`src/hw/rtl/rc4_variant_stream_cipher_assert.svh`:
```
`ifndef RC4_VARIANT_STREAM_CIPHER_ASSERT_SVH
`define RC4_VARIANT_STREAM_CIPHER_ASSERT_SVH

// same-cycle implication, checked on clk_i, off while rst_ni is low
`define RC4V_ASSERT_IMP(lbl, ante, cons) \
  lbl: assert property (@(posedge clk_i) disable iff (!rst_ni) (ante) |-> (cons)) \
    else $error("rc4v check failed");

// next-cycle implication, checked on clk_i, off while rst_ni is low
`define RC4V_ASSERT_NXT(lbl, ante, cons) \
  lbl: assert property (@(posedge clk_i) disable iff (!rst_ni) (ante) |=> (cons)) \
    else $error("rc4v check failed");

`endif

```
`src/hw/rtl/rc4v_pkg.sv`:
```
package rc4v_pkg;

  // field widths
  localparam int unsigned BYTE_W  = 8;
  localparam int unsigned KEY_AW  = 9;
  localparam int unsigned MODE_W  = 2;

  // key store and permutation sizes
  localparam int unsigned KEY_DEPTH  = 512;
  localparam int unsigned PERM_DEPTH = 256;

  // command queue between front and engine
  localparam int unsigned QUEUE_DEPTH = 4;
  localparam int unsigned QPTR_W      = $clog2(QUEUE_DEPTH);

  // stream packing
  localparam int unsigned IN_DATA_W  = 24;
  localparam int unsigned OUT_DATA_W = 16;

  // input mode codes as they arrive on tuser
  typedef enum logic [MODE_W-1:0] {
    MODE_KEY    = 2'd0,
    MODE_SCHED  = 2'd1,
    MODE_CIPHER = 2'd2,
    MODE_NONE   = 2'd3
  } mode_e;

  // classified operations held in the queue
  typedef enum logic [1:0] {
    OP_KEY    = 2'd0,
    OP_SCHED  = 2'd1,
    OP_CIPHER = 2'd2
  } op_e;

  // result kinds
  localparam logic KIND_SCHED  = 1'b0;
  localparam logic KIND_CIPHER = 1'b1;

  typedef struct packed {
    op_e               op;
    logic [KEY_AW-1:0] key_addr;
    logic [BYTE_W-1:0] byte_value;
  } cmd_t;

  typedef struct packed {
    logic              kind;
    logic [BYTE_W-1:0] out_byte;
    logic              key_ok;
  } result_t;

  // rotate a byte right by one bit
  function automatic logic [BYTE_W-1:0] rotr1(input logic [BYTE_W-1:0] v);
    rotr1 = {v[0], v[BYTE_W-1:1]};
  endfunction

endpackage

```
`src/hw/rtl/rc4v_front.sv`:
```
module rc4v_front (
  input  logic                          clk_i,
  input  logic                          rst_ni,
  input  logic                          s_valid_i,
  output logic                          s_ready_o,
  input  logic [rc4v_pkg::IN_DATA_W-1:0] s_data_i,   // key_addr, byte_value, zero pad
  input  logic [rc4v_pkg::MODE_W-1:0]   s_mode_i,
  output logic                          cmd_valid_o,
  output rc4v_pkg::cmd_t                cmd_o,
  input  logic                          cmd_pop_i
);

  rc4v_pkg::cmd_t              q_mem [rc4v_pkg::QUEUE_DEPTH];
  logic [rc4v_pkg::QPTR_W-1:0] wr_ptr_q, wr_ptr_d;
  logic [rc4v_pkg::QPTR_W-1:0] rd_ptr_q, rd_ptr_d;
  logic [rc4v_pkg::QPTR_W:0]   count_q, count_d;
  logic                        cls_valid;
  rc4v_pkg::op_e               cls_op;
  rc4v_pkg::cmd_t              cls_cmd;
  logic                        push;
  logic                        pop;

  // classify the mode, unknown mode is taken and dropped
  always_comb begin
    cls_valid = 1'b1;
    cls_op    = rc4v_pkg::OP_KEY;
    unique case (rc4v_pkg::mode_e'(s_mode_i))
      rc4v_pkg::MODE_KEY:    cls_op = rc4v_pkg::OP_KEY;
      rc4v_pkg::MODE_SCHED:  cls_op = rc4v_pkg::OP_SCHED;
      rc4v_pkg::MODE_CIPHER: cls_op = rc4v_pkg::OP_CIPHER;
      rc4v_pkg::MODE_NONE:   cls_valid = 1'b0;
    endcase
  end

  assign cls_cmd.op         = cls_op;
  assign cls_cmd.key_addr   = s_data_i[rc4v_pkg::KEY_AW-1:0];
  assign cls_cmd.byte_value = s_data_i[rc4v_pkg::KEY_AW +: rc4v_pkg::BYTE_W];

  // queue handshake
  assign s_ready_o   = (count_q != (rc4v_pkg::QPTR_W+1)'(rc4v_pkg::QUEUE_DEPTH));
  assign push        = s_valid_i && s_ready_o && cls_valid;
  assign pop         = cmd_pop_i && cmd_valid_o;
  assign cmd_valid_o = (count_q != '0);
  assign cmd_o       = q_mem[rd_ptr_q];

  // pointer and fill count update
  always_comb begin
    wr_ptr_d = push ? wr_ptr_q + rc4v_pkg::QPTR_W'(1) : wr_ptr_q;
    rd_ptr_d = pop ? rd_ptr_q + rc4v_pkg::QPTR_W'(1) : rd_ptr_q;
    count_d  = count_q + {{rc4v_pkg::QPTR_W{1'b0}}, push}
                       - {{rc4v_pkg::QPTR_W{1'b0}}, pop};
  end

  always_ff @(posedge clk_i or negedge rst_ni) begin
    if (!rst_ni) begin
      wr_ptr_q <= '0;
      rd_ptr_q <= '0;
      count_q  <= '0;
    end else begin
      wr_ptr_q <= wr_ptr_d;
      rd_ptr_q <= rd_ptr_d;
      count_q  <= count_d;
    end
  end

  // queue storage
  always_ff @(posedge clk_i) begin
    if (push) begin
      q_mem[wr_ptr_q] <= cls_cmd;
    end
  end

endmodule

```
`config.mk`:
```
export PLATFORM = sky130hd
export DESIGN_NAME = rc4v_front
export DESIGN_NICKNAME = d
export VERILOG_FILES = /design/src/hw/rtl/rc4_variant_stream_cipher_assert.svh /design/src/hw/rtl/rc4v_pkg.sv /design/src/hw/rtl/rc4v_front.sv
export SDC_FILE = /design/constraint.sdc
export NUM_CORES = 1
export LEC_CHECK = 0
export CELL_PAD_IN_SITES_DETAIL_PLACEMENT = 0
export CELL_PAD_IN_SITES_GLOBAL_PLACEMENT = 1
export CORE_MARGIN = 2
export CORE_UTILIZATION = 47
export DETAILED_ROUTE_END_ITERATION = 7
export DONT_BUFFER_PORTS = 1
export PLACE_DENSITY = 0.65
export SLEW_MARGIN = 40
export SYNTH_ARGS = -nofsm -noshare
export SYNTH_HDL_FRONTEND = slang
export SYNTH_SLANG_ARGS = --single-unit
```
`constraint.sdc`:
```
create_clock -name clk_i -period 4.48 [get_ports clk_i]
set_input_delay 0.896 -clock clk_i [delete_from_list [all_inputs] [get_ports clk_i]]
set_output_delay 0.896 -clock clk_i [all_outputs]
set_load 0.1 [all_outputs]
```
==> flow_summary.json, run 1 <==
{
  "cts-hold-fix-buffers": 0,
  "cts_setup_buffers": 0,
  "grt_setup_unrepaired": "no",
  "clk_pin_slew_worst_paths_ns": 0.08,
  "synth_cell_types": 20,
  "critical_path_arrival_ns": 2.08,
  "worstSetupPathType": "reg -> out",
  "synth_seq_area_share": 0.775,
  "worstSetupStartpointType": "flop",
  "postSynthCellCount": 138,
  "synthXorXnorAreaFrac": 0.0138,
  "fillCellCount": 486,
  "wire_length_of_the_first_global_routing_pass_mm": 7.56,
  "std_cell_rows": 29,
  "cpPeakStageDelay_ns": 0.84,
  "drc": 0,
  "cts_htree_levels": 3,
  "critical_path_peak_fanout": 17,
  "worstHoldPathType": "in -> async",
  "yosys_warnings": 0,
  "synth_seq_cells": 83,
  "grt_max_degree": 21,
  "post_drt_wl_per_cell_um": 21.0,
  "cts_buffer_depth": 2,
  "worstSkewPairLatency_ns": 0.35,
  "avgSynthCellArea_um2": 23.0,
  "fp.dieArea_mm2": 0.00742,
  "grt_pass1_vias": 1432,
  "tightestPinTransition_ns": 0.562,
  "layout_commonest_cell": "edfxtp_1",
  "skew_ns": 0.00645,
  "cts_made_buffers": 9,
  "tritoncts": "yes",
  "path_cells": "buf_4, mux4_2",
  "clock-sinks": 83,
  "setup_viol": 0,
  "clk_root_buffer_cell": "clkbuf_8",
  "route.vias.total": 1252,
  "timing.final.max_slew_violations": 0,
  "buffer_ports.inserted": 0,
  "die_h_um": 86.2,
  "timing.critical_path.required_ns": 3.58,
  "final.setup.tns_ns": 0,
  "grt_antenna_before_repair": 0,
  "dr.first_iter.drc_count": 73,
  "cap_viol_max_count": 0,
  "finalWirelength_mm": 4.78,
  "worst_hold_slack_ns": 0.238,
  "min_period_over_period": 0.664,
  "finalHoldViolations": 0,
  "status": "finished clean",
  "layout.cells.most_common_list": "edfxtp_1 (76), mux4_2 (19), clkbuf_8 (9)",
  "finish.instance_area_mm2": 0.00345,
  "maximum_achievable_frequency_mhz": 336,
  "synth-simple-area-share": 0.0225,
  "slew_headroom": 0.625,
  "drt_pre_antenna_iters": 6,
  "area_growth_pct": 8.68,
  "timing.critical_path.slowest_stage_cell": "mux4_2",
  "finalNetCount": 183,
  "cts_resized": 0,
  "core_area_mm2": 0.00642,
  "groute.usage.overall": 0.146,
  "gpl.final_weighted_congestion": 0.638,
  "critical-path-top-delay-family": "multiplexers",
  "timing.final.crit_period_ns": 2.97,
  "synth_compound_area_frac": 0.00316,
  "critical_path_buf_inv_count": 1,
  "synth_fp_nets": 175,
  "dpl_cell_area_mm2": 0.00326,
  "dp_hpwl_mm": 2.90,
  "grt-ovfl-total": 0,
  "cp-end-kind": "output pin",
  "n_antenna_cell": 0,
  "start_util": 0.494,
  "fp.dieW_um": 86.2,
  "via_per_inst": 5.49,
  "io-pin-count": 51,
  "cell_area_after_technology_mapping_mm2": 0.00317,
  "share_of_synthesized_cell_area_in_full_adder_half_adder_and_majority_cells": 0.0300,
  "post_route_cells_drive_above_1_share": 0.291,
  "ant_nets_after_route": 0,
  "main_combinational_cell_family_by_area_after_synthesis": "multiplexers",
  "multiplexer_share_of_the_synthesized_area": 0.140
}
## worst paths after layout
kind                                         start                      end  slack (ns)  depth (start not counted)
max                        rd_ptr_q[0]$_DFFE_PN0P_                cmd_o[17]        1.51                          2
min                                         rst_ni     count_q[0]$_DFF_PN0_        0.24                          0
max reg2reg                   count_q[2]$_DFF_PN0_     count_q[2]$_DFF_PN0_        1.90                         10
min reg2reg                   count_q[0]$_DFF_PN0_     count_q[0]$_DFF_PN0_        0.57                          1
max in group asynchronous                   rst_ni  rd_ptr_q[1]$_DFFE_PN0P_        4.17                          0
min in group clk_i            count_q[0]$_DFF_PN0_     count_q[0]$_DFF_PN0_        0.57                          1
## cell type report
type                            instances  area, um^2  area share
Sequential cell                        83        2460       0.713
Multi-Input combinational cell         44         664       0.193
Clock buffer                            9         124      0.0359
Tap cell                               77        96.3      0.0279
Clock inverter                          7        66.3      0.0192
Inverter                                6        22.5     0.00653
Timing Repair Buffer                    2        15.0     0.00436
## registers in the layout, summed over array words and instances, names as in the netlist
name	flops
rd_ptr_q	2
q_mem	76
count_q	3
wr_ptr_q	2
## logic make-up after synthesis
logic type | after synthesis
compound gates | 1
xor+xnor | 5
fa+ha+maj | 7
buf+inv | 11
flops | 83
mux | 20
simple gates | 11
## stage by stage
step           utilization  setup WS [ns]  std cells
2_1_floorplan            -           1.67        138
3_3_place_gp         0.507           1.81        212
3_5_place_dp         0.507           1.82        212
4_1_cts              0.537           1.43        228
5_1_grt              0.537           1.37        228
6_report             0.537           1.51        228
## synth_stat cells (all sizes together)
cell type / n / area share
and3: 1 / 0.0020
clkbuf: 2 / 0.0024
xnor2: 4 / 0.011
dfrtp: 7 / 0.055
ha: 6 / 0.024
mux2: 1 / 0.0047
buf: 3 / 0.0067
inv: 6 / 0.0071
or3b: 1 / 0.0028
fa: 1 / 0.0063
and2: 4 / 0.0091
edfxtp: 76 / 0.72
or3: 1 / 0.0024
nor2b: 2 / 0.0039
xor2: 1 / 0.0028
o31a: 1 / 0.0032
mux4: 19 / 0.13
nand2: 2 / 0.0024
## layer usage
layer,wire [um],up-vias,track usage,part of all wire
li1,-,567,-,-
met1,1990,646,0.164,0.42
met2,2490,31,0.243,0.52
met3,202,8,0.0481,0.042
met4,103,0,0.0837,0.022
met5,0,-,0,0
Power of run 1 is left out: the tool's default activity adds up to more than one toggle a clock period on the data nets, which glitch-free logic cannot reach.
==> run 2, diff against run 1 <==
Clock period 4.48 ns to 2.9 ns, I/O delays scaled along.
==> run 2 against run 1 <==
Effect of this change:
- first-iteration DRC count grew 5.5%
- final cell count grew 9.6%
- die area stayed put
- clock-buffer cell count grew 4
- sequential share of layout area fell by 7.1 points
- wire length up 4.9%
- critical endpoint is now cmd_o[11]
- highest routed layer unchanged
==> flow_summary.json, run 2 (same netlist as run 1, synthesis figures left out) <==
{
  "timing.final.max_slew_violations": 0,
  "grt_setup_unrepaired": "no",
  "via_per_inst": 5.54,
  "clk_pin_slew_worst_paths_ns": 0.08,
  "dp_hpwl_mm": 3.13,
  "fillCellCount": 459,
  "clk_root_buffer_cell": "clkbuf_8",
  "timing.final.crit_period_ns": 2.42,
  "cts_resized": 0,
  "drt_pre_antenna_iters": 4,
  "fp.dieArea_mm2": 0.00742,
  "clock-sinks": 83,
  "min_period_over_period": 0.833,
  "area_growth_pct": 20.6,
  "cts_htree_levels": 3,
  "layout.cells.most_common_list": "edfxtp_1 (76), mux4_2 (19), buf_12 (19), clkbuf_8 (10), dfrtp_1 (7)",
  "finalNetCount": 205,
  "top_register": "q_mem",
  "setup_viol": 0,
  "largestRegisters": "q_mem x76, count_q x3",
  "critical_path_peak_fanout": 12,
  "worstSetupPathType": "reg -> out",
  "grt-ovfl-total": 0,
  "skew_ns": 0.00652,
  "tritoncts": "yes",
  "die_h_um": 86.2,
  "route.vias.total": 1384,
  "tightestPinTransition_ns": 0.537,
  "start_util": 0.494,
  "cp-end-kind": "output pin",
  "dr.first_iter.drc_count": 77,
  "status": "finished clean",
  "cts_made_buffers": 9,
  "finalWirelength_mm": 5.02,
  "post_route_cells_drive_above_1_share": 0.358,
  "finalHoldViolations": 0,
  "worstSkewPairLatency_ns": 0.34,
  "post_drt_wl_per_cell_um": 20.1,
  "std_cell_rows": 29,
  "io-pin-count": 51,
  "n_antenna_cell": 0,
  "preCtsSetupSlack_ns": 0.600,
  "worstSetupStartpointType": "flop",
  "setup_slack_ns": 0.483,
  "slew_headroom": 0.642,
  "grt_max_degree": 20,
  "timing.reg2reg.setup_slack_ns": 0.62,
  "cap_viol_max_count": 0,
  "core_area_mm2": 0.00642,
  "buffer_ports.inserted": 0,
  "maximum_achievable_frequency_mhz": 414,
  "gpl.final_weighted_congestion": 0.657,
  "ant_nets_after_route": 0,
  "grt_pass1_vias": 1499,
  "largest_reg_flops": 76,
  "cts-hold-fix-buffers": 1,
  "cts_setup_buffers": 0,
  "wire_length_of_the_first_global_routing_pass_mm": 7.98,
  "grt_antenna_before_repair": 0,
  "timing.critical_path.required_ns": 2.32,
  "groute.usage.overall": 0.152,
  "layout_commonest_cell": "edfxtp_1",
  "critical_path_arrival_ns": 1.84,
  "final.setup.tns_ns": 0,
  "cts_buffer_depth": 2,
  "drc": 0,
  "fp.dieW_um": 86.2,
  "worstHoldPathType": "in -> reg"
}
[run 2: changes by cell type in the layout (fill, tap and decap cells not counted), sizes merged]
cell / previous run / this run
clkinv: 5 / 3
clkbuf: 9 / 13
inv: 7 / 6
dlygate4sd3: 0 / 1
buf: 2 / 23
bufinv: 1 / 0
[run 2: worst max-delay path, cell delays in order (launching register included)]
cell and delay (ns):
dfrtp_1 0.61, buf_4 0.32, mux4_2 0.37, buf_12 0.19
[run 2: layer usage]
metal / routed length [um] / global-route usage
met1: 2060 / 0.180
met5: 0 / 0
met2: 2640 / 0.254
met3: 241 / 0.0481
met4: 68 / 0.0693
[run 2: area by class of cell]
class                      count  area, um^2  area share
clock buffer                  13         149      0.0389
sequential                    83        2460       0.642
clock inverter                 3        15.0     0.00393
multi-input combinational     44         664       0.174
inverter                       6        22.5     0.00589
tap                           77        96.3      0.0252
timing repair buffer          24         420       0.110
[run 2: worst paths after layout]
path | start | to | cells after the start
max | rd_ptr_q[1]$_DFFE_PN0P_ | cmd_o[11] | 3
min | s_data_i[12] | q_mem[2][3]$_DFFE_PP_ | 0
max reg2reg | count_q[0]$_DFF_PN0_ | count_q[2]$_DFF_PN0_ | 9
min reg2reg | count_q[0]$_DFF_PN0_ | count_q[0]$_DFF_PN0_ | 1
max in group asynchronous | rst_ni | count_q[0]$_DFF_PN0_ | 1
min in group asynchronous | rst_ni | count_q[2]$_DFF_PN0_ | 1
[run 2: metrics by stage]
| stage | hold slack [ns] | instance area, um^2 | std cells | utilization |
|---|---|---|---|---|
| after global routing | 0.304 | 3820 | 250 | 0.596 |
| after global placement | 0.285 | 3650 | 233 | 0.568 |
| after floorplan | 0.284 | 3170 | 138 | - |
| final | 0.328 | 3820 | 250 | 0.596 |
| after detailed placement | 0.285 | 3650 | 233 | 0.568 |
| after CTS | 0.313 | 3820 | 250 | 0.596 |
Power of run 2 is left out for the same reason.
==> run 3, diff against run 2 <==
Clock period 2.9 ns to 2.3 ns, I/O delays scaled along.
==> run 3 against run 2 <==
Effect of this change:
- clock-buffer cell count shrank 3
- sequential share of layout area decreased by 1.4 points
- global-route usage down 0.21 points
- flip-flop and latch count unchanged
- largest cell class unchanged
==> flow_summary.json, run 3 (same netlist as run 1, synthesis figures left out) <==
{
  "status": "finished clean",
  "timing.reg2reg.setup_slack_ns": 0.16,
  "layout_commonest_cell": "edfxtp_1",
  "std_cell_rows": 29,
  "worstSkewPairLatency_ns": 0.34,
  "tritoncts": "yes",
  "grt_max_degree": 20,
  "worstHoldPathType": "in -> reg",
  "grt_antenna_before_repair": 0,
  "worstSetupPathType": "reg -> out",
  "route.vias.total": 1357,
  "cts_htree_levels": 3,
  "layout.cells.most_common_list": "edfxtp_1 (76), mux4_2 (19), buf_12 (19), clkbuf_8 (9), dfrtp_1 (7)",
  "grt-ovfl-total": 0,
  "cp-end-kind": "output pin",
  "timing.final.crit_period_ns": 2.17,
  "post_drt_wl_per_cell_um": 19.7,
  "fp.dieW_um": 86.2,
  "start_util": 0.494,
  "area_growth_pct": 23.4,
  "cts-hold-fix-buffers": 1,
  "largest_reg_flops": 76,
  "cts_setup_buffers": 0,
  "finalWirelength_mm": 4.94,
  "preCtsSetupSlack_ns": 0.172,
  "tightestPinTransition_ns": 0.561,
  "groute.usage.overall": 0.150,
  "fp.dieArea_mm2": 0.00742,
  "timing.final.max_slew_violations": 0,
  "worst_hold_slack_ns": 0.209,
  "largestRegisters": "q_mem x76, count_q x3",
  "finalHoldViolations": 0,
  "drt_pre_antenna_iters": 4,
  "top_register": "q_mem",
  "buffer_ports.inserted": 0,
  "cap_viol_max_count": 0,
  "skew_ns": 0.00890,
  "clk_pin_slew_worst_paths_ns": 0.08,
  "post_route_cells_drive_above_1_share": 0.387,
  "min_period_over_period": 0.943,
  "grt_setup_unrepaired": "no",
  "die_h_um": 86.2,
  "fillCellCount": 425,
  "critical_path_arrival_ns": 1.71,
  "dp_hpwl_mm": 3.15,
  "timing.critical_path.required_ns": 1.84,
  "postLayoutCoreUtil": 0.609,
  "cts_resized": 0,
  "slew_headroom": 0.626,
  "setup_viol": 0,
  "via_per_inst": 5.43,
  "clock-sinks": 83,
  "ant_nets_after_route": 0,
  "drc": 0,
  "io-pin-count": 51,
  "core_area_mm2": 0.00642,
  "maximum_achievable_frequency_mhz": 461,
  "critical_path_peak_fanout": 11,
  "worstSetupStartpointType": "flop",
  "dr.first_iter.drc_count": 52,
  "cts_buffer_depth": 2,
  "grt_pass1_vias": 1531,
  "setup_slack_ns": 0.132,
  "finalNetCount": 205,
  "clk_root_buffer_cell": "clkbuf_8",
  "cts_made_buffers": 9,
  "wire_length_of_the_first_global_routing_pass_mm": 7.94,
  "n_antenna_cell": 0,
  "gpl.final_weighted_congestion": 0.686
}
==> run 3: changes by cell type in the layout (fill, tap and decap cells not counted), moves of 2 or more <==
cell,previous run,this run
clkbuf_1,3,1
clkinvlp_4,0,2
bufinv_16,0,3
clkinv_2,3,0
==> run 3: path summary, 6_finish.rpt <==
check	cells after the start	end	from
setup / recovery	3	cmd_o[4]	rd_ptr_q[0]$_DFFE_PN0P_
hold / removal	0	q_mem[3][13]$_DFFE_PP_	s_data_i[5]
setup reg to reg	9	count_q[2]$_DFF_PN0_	count_q[2]$_DFF_PN0_
hold reg to reg	1	count_q[0]$_DFF_PN0_	count_q[0]$_DFF_PN0_
max in group asynchronous	1	rd_ptr_q[0]$_DFFE_PN0P_	rst_ni
min in group asynchronous	1	wr_ptr_q[0]$_DFFE_PN0P_	rst_ni
==> run 3: final cells by class <==
cell class / instances / area, um^2 / share of cell area
tap: 77 / 96.3 / 0.0246
multi-input combinational: 44 / 674 / 0.172
sequential: 83 / 2460 / 0.628
timing repair buffer: 24 / 420 / 0.107
clock buffer: 10 / 128 / 0.0326
inverter: 6 / 22.5 / 0.00576
clock inverter: 6 / 114 / 0.0291
==> run 3: metrics by stage <==
stage / std cells / setup TNS, ns / instance area (um^2)
after floorplan: 138 / -0.0933 / 3180
after global placement: 233 / 0 / 3660
after detailed placement: 233 / 0 / 3660
after CTS: 250 / 0 / 3910
after global routing: 250 / 0 / 3910
final: 250 / 0 / 3910
==> run 3: critical path, cell delays in order (launching register included) <==
cell,delay (ns)
dfrtp_1,0.34
buf_4,0.25
mux4_2,0.58
buf_12,0.19
==> run 3: per-layer routing <==
layer,wire length [um],share of wire,global-route usage
met1,1950,0.40,0.171
met2,2680,0.54,0.259
met3,244,0.049,0.0568
met4,63,0.013,0.0519
met5,0,0,0
Power of run 3 is left out for the same reason.
